==> config.mk <==
export PLATFORM = sky130hd
export DESIGN_NAME = net_half_perimeter_wirelength_unit_flat
export DESIGN_NICKNAME = d
export VERILOG_FILES = /design/src/hdl/hpwl_pkg.sv /design/src/hdl/hpwl_pin_if.sv /design/src/hdl/hpwl_net_if.sv /design/src/hdl/hpwl_front.sv /design/src/hdl/hpwl_queue.sv /design/src/hdl/hpwl_back.sv /design/src/hdl/net_half_perimeter_wirelength_unit.sv /design/src/flat_wrapper.sv
export VERILOG_INCLUDE_DIRS = /design/src /design/src/hdl
export SDC_FILE = /design/constraint.sdc
export NUM_CORES = 2
export LEC_CHECK = 0
export ABC_AREA = 1
export BUFFER_PORTS_ARGS = -buffer_cell sky130_fd_sc_hd__buf_2
export CAP_MARGIN = 20
export CORE_MARGIN = 3
export CORE_UTILIZATION = 64
export DETAILED_ROUTE_END_ITERATION = 8
export PLACE_DENSITY = 0.85
export SLEW_MARGIN = 20
export SYNTH_ARGS = -nofsm -noshare
export SYNTH_HDL_FRONTEND = slang
export SYNTH_SLANG_ARGS = --single-unit
==> constraint.sdc <==
create_clock -name clk -period 10.3 [get_ports clk]
set_clock_uncertainty 0.2 [all_clocks]
set_input_delay 0.515 -clock clk [delete_from_list [all_inputs] [get_ports clk]]
set_output_delay 0.515 -clock clk [all_outputs]
set_load 0.02 [all_outputs]
==> src/hdl/net_half_perimeter_wirelength_unit_macros.svh <==
// Assertion macros shared by the wirelength unit RTL.
// Included by the modules that carry concurrent checks; no other dependencies.
`ifndef NET_HALF_PERIMETER_WIRELENGTH_UNIT_MACROS_SVH
`define NET_HALF_PERIMETER_WIRELENGTH_UNIT_MACROS_SVH

`ifndef SYNTH
// Plain property, disabled during reset.
`define HPWL_ASSERT(lbl, clk_s, rst_s, prop) \
    lbl: assert property (@(posedge clk_s) disable iff (!rst_s) (prop)) \
        else $error("hpwl check failed");
// Same-cycle implication.
`define HPWL_ASSERT_IMPL(lbl, clk_s, rst_s, ante, cons) \
    lbl: assert property (@(posedge clk_s) disable iff (!rst_s) (ante) |-> (cons)) \
        else $error("hpwl check failed");
// Next-cycle implication.
`define HPWL_ASSERT_NEXT(lbl, clk_s, rst_s, ante, cons) \
    lbl: assert property (@(posedge clk_s) disable iff (!rst_s) (ante) |=> (cons)) \
        else $error("hpwl check failed");
`else
`define HPWL_ASSERT(lbl, clk_s, rst_s, prop)
`define HPWL_ASSERT_IMPL(lbl, clk_s, rst_s, ante, cons)
`define HPWL_ASSERT_NEXT(lbl, clk_s, rst_s, ante, cons)
`endif

`endif

==> src/hdl/hpwl_pkg.sv <==
// Shared types and constants for the half perimeter wirelength unit.
// No dependencies; compile first.
package hpwl_pkg;

    localparam int COMP_W   = 31;
    localparam int OFS_W    = 23;
    localparam int COORD_W  = 32;
    localparam int WEIGHT_W = 16;
    localparam int LEN_W    = 33;
    localparam int WLEN_W   = 49;
    localparam int TOTAL_W  = 63;

    localparam int QUEUE_DEPTH_DEFAULT = 4;

    localparam logic [1:0]         MIN_PINS  = 2'd2;
    localparam logic [TOTAL_W-1:0] TOTAL_MAX = {TOTAL_W{1'b1}};

    // One closed net, handed from the box tracker to the length pipeline.
    typedef struct packed {
        logic signed [COORD_W-1:0] min_x;
        logic signed [COORD_W-1:0] max_x;
        logic signed [COORD_W-1:0] min_y;
        logic signed [COORD_W-1:0] max_y;
        logic [WEIGHT_W-1:0]       weight;
        logic                      counted;
        logic                      clear;
    } net_rec_t;

    // Push side of the net queue.
    typedef struct packed {
        logic     push;
        net_rec_t rec;
    } net_push_t;

endpackage

==> src/hdl/hpwl_pin_if.sv <==
// Pin channel: valid/ready handshake carrying one pin transaction.
// Depends on hpwl_pkg for field widths.
interface hpwl_pin_if;
    import hpwl_pkg::*;

    logic                     valid;
    logic                     ready;
    logic signed [COMP_W-1:0] comp_x;
    logic signed [COMP_W-1:0] comp_y;
    logic signed [OFS_W-1:0]  pin_dx;
    logic signed [OFS_W-1:0]  pin_dy;
    logic                     first_pin;
    logic                     last_pin;
    logic [WEIGHT_W-1:0]      net_weight;
    logic                     net_excluded;
    logic                     start_of_pass;

    modport source (
        output valid, comp_x, comp_y, pin_dx, pin_dy, first_pin, last_pin,
               net_weight, net_excluded, start_of_pass,
        input  ready
    );
    modport sink (
        input  valid, comp_x, comp_y, pin_dx, pin_dy, first_pin, last_pin,
               net_weight, net_excluded, start_of_pass,
        output ready
    );
endinterface

==> src/hdl/hpwl_net_if.sv <==
// Net result channel: valid/ready handshake carrying one net transaction.
// Depends on hpwl_pkg for field widths.
interface hpwl_net_if;
    import hpwl_pkg::*;

    logic               valid;
    logic               ready;
    logic [LEN_W-1:0]   net_length;
    logic [WLEN_W-1:0]  weighted_length;
    logic [TOTAL_W-1:0] running_total;
    logic               net_counted;

    modport source (
        output valid, net_length, weighted_length, running_total, net_counted,
        input  ready
    );
    modport sink (
        input  valid, net_length, weighted_length, running_total, net_counted,
        output ready
    );
endinterface

==> src/hdl/hpwl_front.sv <==
// Front end: takes pin transactions, forms pin points, tracks the net box.
// Depends on hpwl_pkg, hpwl_pin_if and the assertion macros header.
`include "net_half_perimeter_wirelength_unit_macros.svh"

module hpwl_front (
    input  logic                clk,
    input  logic                rst_n,
    hpwl_pin_if.sink            pins,
    input  logic                q_full,
    output hpwl_pkg::net_push_t push
);
    import hpwl_pkg::*;

    logic signed [COORD_W-1:0] min_x_reg, max_x_reg, min_y_reg, max_y_reg;
    logic signed [COORD_W-1:0] min_x_next, max_x_next, min_y_next, max_y_next;
    logic signed [COORD_W-1:0] px, py;
    logic [1:0]                pins_seen_reg, pins_seen_next;
    logic                      clear_pend_reg;
    logic                      restart;
    logic                      accept;

    assign pins.ready = !q_full;
    assign accept     = pins.valid && pins.ready;

    assign px = {pins.comp_x[COMP_W-1], pins.comp_x}
              + {{(COORD_W-OFS_W){pins.pin_dx[OFS_W-1]}}, pins.pin_dx};
    assign py = {pins.comp_y[COMP_W-1], pins.comp_y}
              + {{(COORD_W-OFS_W){pins.pin_dy[OFS_W-1]}}, pins.pin_dy};

    // A pin with no open net starts one, as does an explicit first pin.
    assign restart = pins.first_pin || (pins_seen_reg == 2'd0);

    always_comb
    begin
        if (restart)
        begin
            min_x_next     = px;
            max_x_next     = px;
            min_y_next     = py;
            max_y_next     = py;
            pins_seen_next = 2'd1;
        end
        else
        begin
            min_x_next     = (px < min_x_reg) ? px : min_x_reg;
            max_x_next     = (px > max_x_reg) ? px : max_x_reg;
            min_y_next     = (py < min_y_reg) ? py : min_y_reg;
            max_y_next     = (py > max_y_reg) ? py : max_y_reg;
            pins_seen_next = (pins_seen_reg < MIN_PINS) ? pins_seen_reg + 2'd1
                                                        : pins_seen_reg;
        end
    end

    always_comb
    begin
        push.push        = accept && pins.last_pin;
        push.rec.min_x   = min_x_next;
        push.rec.max_x   = max_x_next;
        push.rec.min_y   = min_y_next;
        push.rec.max_y   = max_y_next;
        push.rec.weight  = pins.net_weight;
        push.rec.counted = (pins_seen_next >= MIN_PINS) && !pins.net_excluded;
        push.rec.clear   = clear_pend_reg || pins.start_of_pass;
    end

    always_ff @(posedge clk)
    begin
        if (accept)
        begin
            min_x_reg <= min_x_next;
            max_x_reg <= max_x_next;
            min_y_reg <= min_y_next;
            max_y_reg <= max_y_next;
        end
    end

    // Hold a start-of-pass seen mid-net until the net closes.
    always_ff @(posedge clk or negedge rst_n)
    begin
        if (!rst_n)
        begin
            pins_seen_reg  <= 2'd0;
            clear_pend_reg <= 1'b0;
        end
        else if (accept)
        begin
            if (pins.last_pin)
            begin
                pins_seen_reg  <= 2'd0;
                clear_pend_reg <= 1'b0;
            end
            else
            begin
                pins_seen_reg  <= pins_seen_next;
                clear_pend_reg <= clear_pend_reg || pins.start_of_pass;
            end
        end
    end

    `HPWL_ASSERT(a_pins_sat, clk, rst_n, pins_seen_reg != 2'd3)
    `HPWL_ASSERT_NEXT(a_close_net, clk, rst_n, accept && pins.last_pin,
                      pins_seen_reg == 2'd0 && !clear_pend_reg)
    `HPWL_ASSERT_IMPL(a_box_order, clk, rst_n, pins_seen_reg != 2'd0,
                      min_x_reg <= max_x_reg && min_y_reg <= max_y_reg)

endmodule

==> src/hdl/hpwl_queue.sv <==
// Short register queue of closed nets between the front and back ends.
// Depends on hpwl_pkg and the assertion macros header.
`include "net_half_perimeter_wirelength_unit_macros.svh"

module hpwl_queue #(
    parameter int QUEUE_DEPTH = hpwl_pkg::QUEUE_DEPTH_DEFAULT
) (
    input  logic                clk,
    input  logic                rst_n,
    input  hpwl_pkg::net_push_t push,
    output logic                full,
    output logic                pop_valid,
    input  logic                pop,
    output hpwl_pkg::net_rec_t  pop_rec
);
    import hpwl_pkg::*;

    localparam int PTR_W = (QUEUE_DEPTH > 1) ? $clog2(QUEUE_DEPTH) : 1;
    localparam int CNT_W = $clog2(QUEUE_DEPTH + 1);

    net_rec_t           entry_reg [QUEUE_DEPTH];
    logic [PTR_W-1:0]   wr_ptr_reg, rd_ptr_reg;
    logic [CNT_W-1:0]   count_reg;
    logic               do_push, do_pop;

    assign full      = (count_reg == CNT_W'(QUEUE_DEPTH));
    assign pop_valid = (count_reg != '0);
    assign pop_rec   = entry_reg[rd_ptr_reg];
    assign do_push   = push.push && !full;
    assign do_pop    = pop && pop_valid;

    always_ff @(posedge clk)
    begin
        if (do_push)
        begin
            entry_reg[wr_ptr_reg] <= push.rec;
        end
    end

    always_ff @(posedge clk or negedge rst_n)
    begin
        if (!rst_n)
        begin
            wr_ptr_reg <= '0;
            rd_ptr_reg <= '0;
            count_reg  <= '0;
        end
        else
        begin
            if (do_push)
            begin
                wr_ptr_reg <= (wr_ptr_reg == PTR_W'(QUEUE_DEPTH - 1)) ? '0
                                                                      : wr_ptr_reg + 1'b1;
            end
            if (do_pop)
            begin
                rd_ptr_reg <= (rd_ptr_reg == PTR_W'(QUEUE_DEPTH - 1)) ? '0
                                                                      : rd_ptr_reg + 1'b1;
            end
            if (do_push && !do_pop)
            begin
                count_reg <= count_reg + 1'b1;
            end
            else if (do_pop && !do_push)
            begin
                count_reg <= count_reg - 1'b1;
            end
        end
    end

    `HPWL_ASSERT(a_count_bound, clk, rst_n, count_reg <= CNT_W'(QUEUE_DEPTH))
    `HPWL_ASSERT_IMPL(a_no_overflow, clk, rst_n, push.push, !full)
    `HPWL_ASSERT_NEXT(a_count_up, clk, rst_n, do_push && !do_pop,
                      count_reg == $past(count_reg) + CNT_W'(1))

endmodule

==> src/hdl/hpwl_back.sv <==
// Back end: box extents to half perimeter, weight multiply, saturating total.
// Depends on hpwl_pkg, hpwl_net_if and the assertion macros header.
`include "net_half_perimeter_wirelength_unit_macros.svh"

module hpwl_back (
    input  logic               clk,
    input  logic               rst_n,
    input  logic               q_valid,
    input  hpwl_pkg::net_rec_t q_rec,
    output logic               q_pop,
    hpwl_net_if.source         nets
);
    import hpwl_pkg::*;

    // Stage 1: box width and height
    logic                s1_valid_reg;
    logic [COORD_W-1:0]  s1_wx_reg, s1_wy_reg;
    logic [WEIGHT_W-1:0] s1_weight_reg;
    logic                s1_counted_reg, s1_clear_reg;
    // Stage 2: half perimeter
    logic                s2_valid_reg;
    logic [LEN_W-1:0]    s2_len_reg;
    logic [WEIGHT_W-1:0] s2_weight_reg;
    logic                s2_counted_reg, s2_clear_reg;
    // Stage 3: weighted length
    logic                s3_valid_reg;
    logic [LEN_W-1:0]    s3_len_reg;
    logic [WLEN_W-1:0]   s3_wlen_reg;
    logic                s3_counted_reg, s3_clear_reg;
    // Output stage; the total register doubles as running_total.
    logic                out_valid_reg;
    logic [LEN_W-1:0]    out_len_reg;
    logic [WLEN_W-1:0]   out_wlen_reg;
    logic                out_counted_reg;
    logic [TOTAL_W-1:0]  total_reg;

    logic                adv;
    logic [TOTAL_W-1:0]  total_base;
    logic [TOTAL_W:0]    total_sum;
    logic [TOTAL_W-1:0]  total_next;

    // Advance the whole pipeline unless a result is held at the output.
    assign adv   = !out_valid_reg || nets.ready;
    assign q_pop = adv;

    assign total_base = s3_clear_reg ? '0 : total_reg;
    assign total_sum  = {1'b0, total_base} + (TOTAL_W + 1)'(s3_wlen_reg);
    assign total_next = total_sum[TOTAL_W] ? TOTAL_MAX : total_sum[TOTAL_W-1:0];

    always_ff @(posedge clk)
    begin
        if (adv)
        begin
            s1_wx_reg      <= COORD_W'(q_rec.max_x - q_rec.min_x);
            s1_wy_reg      <= COORD_W'(q_rec.max_y - q_rec.min_y);
            s1_weight_reg  <= q_rec.weight;
            s1_counted_reg <= q_rec.counted;
            s1_clear_reg   <= q_rec.clear;

            s2_len_reg     <= s1_counted_reg ? ({1'b0, s1_wx_reg} + {1'b0, s1_wy_reg})
                                             : '0;
            s2_weight_reg  <= s1_weight_reg;
            s2_counted_reg <= s1_counted_reg;
            s2_clear_reg   <= s1_clear_reg;

            s3_len_reg     <= s2_len_reg;
            s3_wlen_reg    <= WLEN_W'(s2_len_reg) * WLEN_W'(s2_weight_reg);
            s3_counted_reg <= s2_counted_reg;
            s3_clear_reg   <= s2_clear_reg;

            if (s3_valid_reg)
            begin
                out_len_reg     <= s3_len_reg;
                out_wlen_reg    <= s3_wlen_reg;
                out_counted_reg <= s3_counted_reg;
            end
        end
    end

    always_ff @(posedge clk or negedge rst_n)
    begin
        if (!rst_n)
        begin
            s1_valid_reg  <= 1'b0;
            s2_valid_reg  <= 1'b0;
            s3_valid_reg  <= 1'b0;
            out_valid_reg <= 1'b0;
            total_reg     <= '0;
        end
        else if (adv)
        begin
            s1_valid_reg  <= q_valid;
            s2_valid_reg  <= s1_valid_reg;
            s3_valid_reg  <= s2_valid_reg;
            out_valid_reg <= s3_valid_reg;
            if (s3_valid_reg)
            begin
                total_reg <= total_next;
            end
        end
    end

    assign nets.valid           = out_valid_reg;
    assign nets.net_length      = out_len_reg;
    assign nets.weighted_length = out_wlen_reg;
    assign nets.running_total   = total_reg;
    assign nets.net_counted     = out_counted_reg;

    `HPWL_ASSERT_IMPL(a_uncounted_zero, clk, rst_n, out_valid_reg && !out_counted_reg,
                      out_len_reg == '0 && out_wlen_reg == '0)
    `HPWL_ASSERT_NEXT(a_total_grows, clk, rst_n, adv && s3_valid_reg && !s3_clear_reg,
                      total_reg >= $past(total_reg))
    `HPWL_ASSERT_NEXT(a_total_hold, clk, rst_n, !(adv && s3_valid_reg),
                      total_reg == $past(total_reg))

endmodule

==> src/hdl/net_half_perimeter_wirelength_unit.sv <==
// Top level of the half perimeter wirelength unit.
// Depends on hpwl_pkg, hpwl_pin_if, hpwl_net_if, hpwl_front, hpwl_queue, hpwl_back.

// Pins stream in one transaction per cycle, grouped by net; the box tracker
// forms the pin point and updates the bounding box as each pin is accepted.
// A net's last pin drops its box into a queue of QUEUE_DEPTH entries; the
// back end takes the net whenever its pipeline advances, and its four stages
// (extents, half perimeter, Q8.8 weight multiply, saturating total) carry the
// result through in that order to the output register. Sustained rate is one
// pin per cycle; the queue lets pins keep flowing while a result waits at the
// output, and the pin channel stalls only when QUEUE_DEPTH closed nets are
// waiting. Nets with fewer than two pins or marked excluded still produce a
// result, with zero length and a total that is unchanged unless the net starts
// a pass, which clears it.
module net_half_perimeter_wirelength_unit #(
    parameter int QUEUE_DEPTH = hpwl_pkg::QUEUE_DEPTH_DEFAULT
) (
    input  logic       clk,
    input  logic       rst_n,
    hpwl_pin_if.sink   pins,
    hpwl_net_if.source nets
);
    import hpwl_pkg::*;

    net_push_t push;
    logic      q_full;
    logic      q_valid;
    logic      q_pop;
    net_rec_t  q_rec;

    hpwl_front u_front (
        .clk    (clk),
        .rst_n  (rst_n),
        .pins   (pins),
        .q_full (q_full),
        .push   (push)
    );

    hpwl_queue #(
        .QUEUE_DEPTH (QUEUE_DEPTH)
    ) u_queue (
        .clk       (clk),
        .rst_n     (rst_n),
        .push      (push),
        .full      (q_full),
        .pop_valid (q_valid),
        .pop       (q_pop),
        .pop_rec   (q_rec)
    );

    hpwl_back u_back (
        .clk     (clk),
        .rst_n   (rst_n),
        .q_valid (q_valid),
        .q_rec   (q_rec),
        .q_pop   (q_pop),
        .nets    (nets)
    );

endmodule

==> src/flat_wrapper.sv <==
// flat-port wrapper written by rule: the top's interface ports become plain ports
module net_half_perimeter_wirelength_unit_flat import hpwl_pkg::*;
#(
    parameter int QUEUE_DEPTH = hpwl_pkg::QUEUE_DEPTH_DEFAULT
)
  (clk, rst_n, pins_valid, pins_comp_x, pins_comp_y, pins_pin_dx, pins_pin_dy, pins_first_pin, pins_last_pin, pins_net_weight, pins_net_excluded, pins_start_of_pass, pins_ready, nets_valid, nets_net_length, nets_weighted_length, nets_running_total, nets_net_counted, nets_ready);
  hpwl_pin_if pins_i ();
  hpwl_net_if nets_i ();
  input  logic clk;
  input  logic rst_n;
  input wire logic [$bits(pins_i.valid)-1:0] pins_valid;
  input wire logic [$bits(pins_i.comp_x)-1:0] pins_comp_x;
  input wire logic [$bits(pins_i.comp_y)-1:0] pins_comp_y;
  input wire logic [$bits(pins_i.pin_dx)-1:0] pins_pin_dx;
  input wire logic [$bits(pins_i.pin_dy)-1:0] pins_pin_dy;
  input wire logic [$bits(pins_i.first_pin)-1:0] pins_first_pin;
  input wire logic [$bits(pins_i.last_pin)-1:0] pins_last_pin;
  input wire logic [$bits(pins_i.net_weight)-1:0] pins_net_weight;
  input wire logic [$bits(pins_i.net_excluded)-1:0] pins_net_excluded;
  input wire logic [$bits(pins_i.start_of_pass)-1:0] pins_start_of_pass;
  output wire logic [$bits(pins_i.ready)-1:0] pins_ready;
  output wire logic [$bits(nets_i.valid)-1:0] nets_valid;
  output wire logic [$bits(nets_i.net_length)-1:0] nets_net_length;
  output wire logic [$bits(nets_i.weighted_length)-1:0] nets_weighted_length;
  output wire logic [$bits(nets_i.running_total)-1:0] nets_running_total;
  output wire logic [$bits(nets_i.net_counted)-1:0] nets_net_counted;
  input wire logic [$bits(nets_i.ready)-1:0] nets_ready;
  assign pins_i.valid = pins_valid;
  assign pins_i.comp_x = pins_comp_x;
  assign pins_i.comp_y = pins_comp_y;
  assign pins_i.pin_dx = pins_pin_dx;
  assign pins_i.pin_dy = pins_pin_dy;
  assign pins_i.first_pin = pins_first_pin;
  assign pins_i.last_pin = pins_last_pin;
  assign pins_i.net_weight = pins_net_weight;
  assign pins_i.net_excluded = pins_net_excluded;
  assign pins_i.start_of_pass = pins_start_of_pass;
  assign pins_ready = pins_i.ready;
  assign nets_valid = nets_i.valid;
  assign nets_net_length = nets_i.net_length;
  assign nets_weighted_length = nets_i.weighted_length;
  assign nets_running_total = nets_i.running_total;
  assign nets_net_counted = nets_i.net_counted;
  assign nets_i.ready = nets_ready;
  net_half_perimeter_wirelength_unit #(.QUEUE_DEPTH(QUEUE_DEPTH)) u_core (.clk(clk), .rst_n(rst_n), .pins(pins_i), .nets(nets_i));
endmodule
## After elaboration in Yosys (flattened, before gate mapping)

Memory sizes are Yosys's and may differ from the RTL's.
Cells that the tools add are included.

- Muxes and demuxes: 20
- Reductions and logical operators: 19
- $add $sub $neg: 11
- Equal/unequal tests: 3
- $mul: 1
- Order comparisons: 6

Operator list:

| cell | number |
|---|---|
| $mux W32 | 8 |
| $mux W63 | 2 |
| $add A31 B23 Y32 | 2 |
| $add A63 B49 Y64 | 1 |
| $gt A32 B32 Y1 | 2 |
| $lt A32 B32 Y1 | 2 |
| $sub A32 B32 Y32 | 2 |
| $mul A33 B16 Y49 | 1 |
| $add A32 B32 Y33 | 1 |
| $mux W2 | 5 |
| $logic_and A1 B1 Y1 | 7 |
| $add A2 B1 Y2 const B | 3 |
| $mux W3 | 2 |
| $logic_not A1 Y1 | 5 |
| $eq A2 B2 Y1 const B | 2 |
| $add A3 B1 Y3 const B | 1 |
| $eq A3 B3 Y1 const B | 1 |
| $logic_or A1 B1 Y1 | 3 |
| $mux W1 | 3 |
| $reduce_bool A3 Y1 | 1 |
| $sub A3 B1 Y3 const B | 1 |
| $ge A2 B2 Y1 const B | 1 |
| $logic_not A2 Y1 | 1 |
| $lt A2 B2 Y1 const B | 1 |
| other kinds (2) | 2 |

- Register bits: 505
- RAM bits: 584
- Memories kept: 1
- Word-level logic and storage cells: 91

Memories:

| name | depth | bits a word | rd ports | clocked after memory_dff | wr ports | line | text |
|---|---|---|---|---|---|---|---|
| u_core.u_queue.entry_reg | 4 | 146 | 1 | 0 | 1 | hpwl_queue.sv:21 | `net_rec_t entry_reg [QUEUE_DEPTH];` |

## Longest topological paths before layout

- Depth after elaboration: 9
- Gate-level depth with buffers: 31

## By module

Synthesis repeated with hierarchy kept, for this count alone.

- Cells, all modules: 8891
- Area total of the unflattened synthesis: 77928.5 um^2

By module, submodules not included:

| module | area each (um^2) | cells an instance | instances | sequential area each (um^2) |
|---|---|---|---|---|
| hpwl_back | 40851.7 | 5313 | 1 | 10685.2 |
| hpwl_queue | 23897.9 | 1763 | 1 | 17712.0 |
| hpwl_front | 13178.9 | 1815 | 1 | 3918.8 |

## Worst setup path before layout

Ideal clock, no wire load.

- Path kind: flip-flop to flip-flop
- From: register u_core.u_queue.count_reg[0]
- To: memory u_core.u_queue.entry_reg[0][0] in the netlist's numbering (enable)
- Setup slack: 2216 ps
- Arrival time: 7230 ps
- Required time: 9446 ps
- Stages on the path, launching flop included: 7
- Path through: dfrtp_1 > inv_1 > nand3_1 > nand2_1 > nor2_1 > inv_1 > nor2_1

- Longest elaborated chain between the ends: 7

RTL lines:

| item | line | text |
|---|---|---|
| start, declared | hpwl_queue.sv:23 | `logic [CNT_W-1:0] count_reg;` |
| start signal, assigned | hpwl_queue.sv:62 | `count_reg <= count_reg + 1'b1;` |
| start signal, assigned | hpwl_queue.sv:66 | `count_reg <= count_reg - 1'b1;` |
| $eq A3 B3 Y1 * | hpwl_queue.sv:26 | `assign full = (count_reg == CNT_W'(QUEUE_DEPTH));` |
| $logic_not A1 Y1 * | hpwl_front.sv:22 | `assign pins.ready = !q_full;` |
| named net pins_ready | flat_wrapper.sv:21 | `output wire logic [$bits(pins_i.ready)-1:0] pins_ready;` |
| $logic_and A1 B1 Y1 | hpwl_front.sv:23 | `assign accept = pins.valid && pins.ready;` |
| $logic_and A1 B1 Y1 | hpwl_front.sv:56 | `push.push = accept && pins.last_pin;` |
| $logic_and A1 B1 Y1 * | hpwl_queue.sv:29 | `assign do_push = push.push && !full;` |
| named net u_core.u_queue.do_push | hpwl_queue.sv:24 | `logic do_push, do_pop;` |
| $mux W1 * | hpwl_queue.sv:34 | `if (do_push)` |
| $mux W1 (implied by the code) * | hpwl_queue.sv:36 | `entry_reg[wr_ptr_reg] <= push.rec;` |
| end, declared | hpwl_queue.sv:21 |  |

Mark *: on every way through the listed nets, which the timed path passes. The rest lies on a longest branch.

## Worst setup path in the final report

- From: register u_core.u_back.s2_len_reg[29]
- To: register u_core.u_back.s3_wlen_reg[39], data pin

- Longest elaborated chain between the ends: 1

RTL lines:

| item | line | text |
|---|---|---|
| start, declared | hpwl_back.sv:22 | `logic [LEN_W-1:0] s2_len_reg;` |
| start signal, assigned | hpwl_back.sv:60 | `s2_len_reg <= s1_counted_reg ? ({1'b0, s1_wx_reg} + {1'b0, s1_wy_reg})` |
| $mul A33 B16 Y49 | hpwl_back.sv:67 | `s3_wlen_reg <= WLEN_W'(s2_len_reg) * WLEN_W'(s2_weight_reg);` |
| end signal, assigned | hpwl_back.sv:67 |  |
| end, declared | hpwl_back.sv:28 | `logic [WLEN_W-1:0] s3_wlen_reg;` |

No other way between the ends.
A chain may end at the register's enable or synchronous reset.

==> impl_metrics.py <==
metrics = {
    "outcome": {
        "status": "complete, no violations",
    },
    "grt": {
        "overflow": 0,
        "use_met2_pct": 60.0,
        "grt_pass1_wl_um": 339000,
        "grt_pass1_vias": 61737,
        "grt_busiest_layer": "met2",
        "grtUsageMet3_pct": 6.35,
        "grt_usage_pct": 36.0,
        "grt_max_degree": 189,
        "grt_use_met1_pct": 44.3,
        "antenna_found_initial": 10,
    },
    "floorplanning": {
        "coreArea_sq_um": 117000,
        "die-area_sq_um": 122000,
        "rows": 125,
        "dieWidth_um": 350,
        "boundaryPins": 280,
        "die-height_um": 350,
        "start_util_pct": 64.8,
    },
    "critical_path": {
        "critPathKind": "flop to flop",
        "endpoint_kind": "flop",
        "slowest_delay_ps": 990,
        "r2r-start": "u_core.u_back.s2_len_reg[29]",
        "crit_start": "u_core.u_back.s2_len_reg[29]",
        "cp_max_fo": 17,
        "cp_slowest_cell": "edfxtp_1",
        "cp_common_cell": "fa_1",
        "cp_top_family": "adder cells",
        "arrival_ps": 7110,
        "cp-start-kind": "flop",
        "worstPathRequired_ps": 10610,
        "crit_path_cell_trace": "nand2_1, fa_1, fa_1, fa_1, inv_1, fa_1, fa_1, inv_1, fa_1, inv_1, ha_1, nand2_1, nor2_1, inv_1, nor2_1, nand3_1, o21ai_0, nand2_1, nand3_1, nand2_1",
        "crit_buf_inv": 4,
    },
    "clock_tree": {
        "h-tree-depth": 3,
        "clk_pin_slew_worst_paths_ps": 60,
        "clockBufferDepth": 3,
        "root_buffer": "clkbuf_16",
        "cts_num_sinks": 1089,
        "cts_buffers": 113,
        "cts_tree": "yes",
        "cts_hold_buffers": 23,
        "cts_resized": 0,
        "clk_latency_ps": 780,
        "post_cts_buffers": 0,
    },
    "finish": {
        "mostFrequentLayoutCells": "nand2_1, inv_1, edfxtp_1, nor2_1, ha_1",
        "fillers": 8626,
        "final_common_cell": "nand2_1",
        "final_util_pct": 70.5,
        "drive_above_1_share_pct": 6.24,
        "area_delta_synth_final_pct": 8.84,
        "nNetsFinal": 9865,
        "largest_reg_flops": 584,
    },
    "logic_synthesis": {
        "async_flop_share_pct": 7.07,
        "synth-seq-cells": 1089,
        "synth_warnings": 0,
        "synth_seq_area_share_pct": 42.7,
        "synthCells": 8656,
        "ys_types": 45,
        "syn_avg_cell_area_sq_um": 8.75,
        "synth_top_flop_cell": "edfxtp_1",
        "synth_area_sq_um": 75700,
        "syn-num-nets": 9687,
        "synth_edf_count": 1012,
    },
    "detailed_routing": {
        "vias": 61749,
        "wl_um": 221000,
        "antenna_left": 0,
        "routedWlPerCell_um": 21.1,
        "vias_per_cell": 5.90,
        "drt-pass1-iter-count": 7,
        "drt-initial-drc-count": 7317,
        "drc": 0,
    },
    "sta": {
        "min_period_over_period_pct": 66.0,
        "hold_viol": 0,
        "fin_crit_ps": 6800,
        "worst_slew_pin_slew_ps": 1250,
        "finalMaxSlewViolations": 0,
        "max_freq_ghz": 0.147,
        "setup_viol": 0,
        "rsz0062_at_grt": "false",
        "final.setup.tns_ps": 0,
        "max-slew-margin-rel_pct": 16.5,
    },
    "worst_hold_path": {
        "hp-class": "input port to flop",
        "worstHoldStart": "pins_first_pin",
    },
    "placed_design": {
        "gp_congestion": 1.06,
        "port_buffers": 279,
        "place_hpwl_um": 159000,
    },
    "flow_run": {
        "cap_violations": 0,
    },
}
synth_stat cells, types with 10 or more instances:
master,instances,area [sq um]
a21oi_1,414,2070
xor2_1,103,902
xnor2_1,48,420
a31oi_1,49,307
a32o_1,60,601
o22ai_1,82,513
inv_1,1540,5780
fa_1,439,8790
nand3b_1,10,75.1
nand4_1,105,657
nor2_1,771,2890
nor4_1,10,62.6
buf_2,18,90.1
o21bai_1,23,173
o21ai_0,330,1650
clkbuf_1,255,957
o21a_1,24,180
dfrtp_1,77,1930
edfxtp_1,1012,30400
a21boi_0,12,90.1
buf_1,17,63.8
nand3_1,291,1460
ha_1,460,5760
nor2_2,24,150
nor3_1,55,275
a21o_1,43,323
nand2_1,2333,8760
per-stage QoR:
| step | std cells | setup WS [ps] | cell area, sq um | hold WS (ps) |
|---|---|---|---|---|
| 2_1_floorplan | 8656 | 2220 | 75700 | 19.4 |
| 3_3_place_gp | 10220 | 3850 | 78400 | 200 |
| 3_5_place_dp | 10220 | 3680 | 78400 | 199 |
| 4_1_cts | 10456 | 3630 | 82400 | 36.6 |
| 5_1_grt | 10457 | 3300 | 82400 | 57.6 |
| 6_report | 10458 | 3500 | 82400 | 82.7 |
worst paths after layout:
check / end / slack (ps) / cells after the start
min reg2reg: u_core.u_back.nets.net_length[4] / 220 / 0
max in group asynchronous: u_core.u_back.nets.running_total[5] / 8650 / 3
min: u_core.u_queue.entry_reg[2][1] / 80 / 3
max reg2reg: u_core.u_back.s3_wlen_reg[39] / 3500 / 20
max: u_core.u_back.s3_wlen_reg[39] / 3500 / 20
min in group asynchronous: u_core.u_back.nets.running_total[0] / 320 / 3
per-layer routing:
metal  vias to the layer above  routed length, um
met5                         -                 62
met3                       806              20800
met4                        10              14800
met1                     29155              79800
met2                      3565             105000
li1                      28213                  -
worst register-to-register path, stage by stage (launching register included):
cell and delay [ps]:
edfxtp_1 990, nand2_1 210, fa_1 560, fa_1 510, fa_1 530, inv_1 60, fa_1 490, fa_1 520
inv_1 60, fa_1 470, inv_1 40, ha_1 370, nand2_1 110, nor2_1 120, inv_1 90, nor2_1 150
nand3_1 90, o21ai_0 600, nand2_1 180, nand3_1 120, nand2_1 50
layout make-up:
| class | count | area (sq um) | area share (%) |
|---|---|---|---|
| multi-input combinational | 5731 | 36500 | 44.3 |
| sequential | 1089 | 32300 | 39.2 |
| inverter | 1543 | 5810 | 7.06 |
| clock buffer | 127 | 2890 | 3.51 |
| timing repair buffer | 356 | 2070 | 2.51 |
| tap | 1524 | 1910 | 2.31 |
| clock inverter | 86 | 882 | 1.07 |
| antenna | 2 | 5.00 | 0.00607 |
cell families after synthesis:
| group | synth area share, % |
|---|---|
| adders and majority gates | 19.2 |
| xor gates and xnor gates | 1.75 |
| buffers and inverters | 9.17 |
| AOI/OAI and AO/OA | 8.05 |
| and+or+nand+nor | 19.1 |
| DFF | 42.7 |
Power is left out: the tool's default activity adds up to more than one toggle a clock period on the data nets, which glitch-free logic cannot reach.
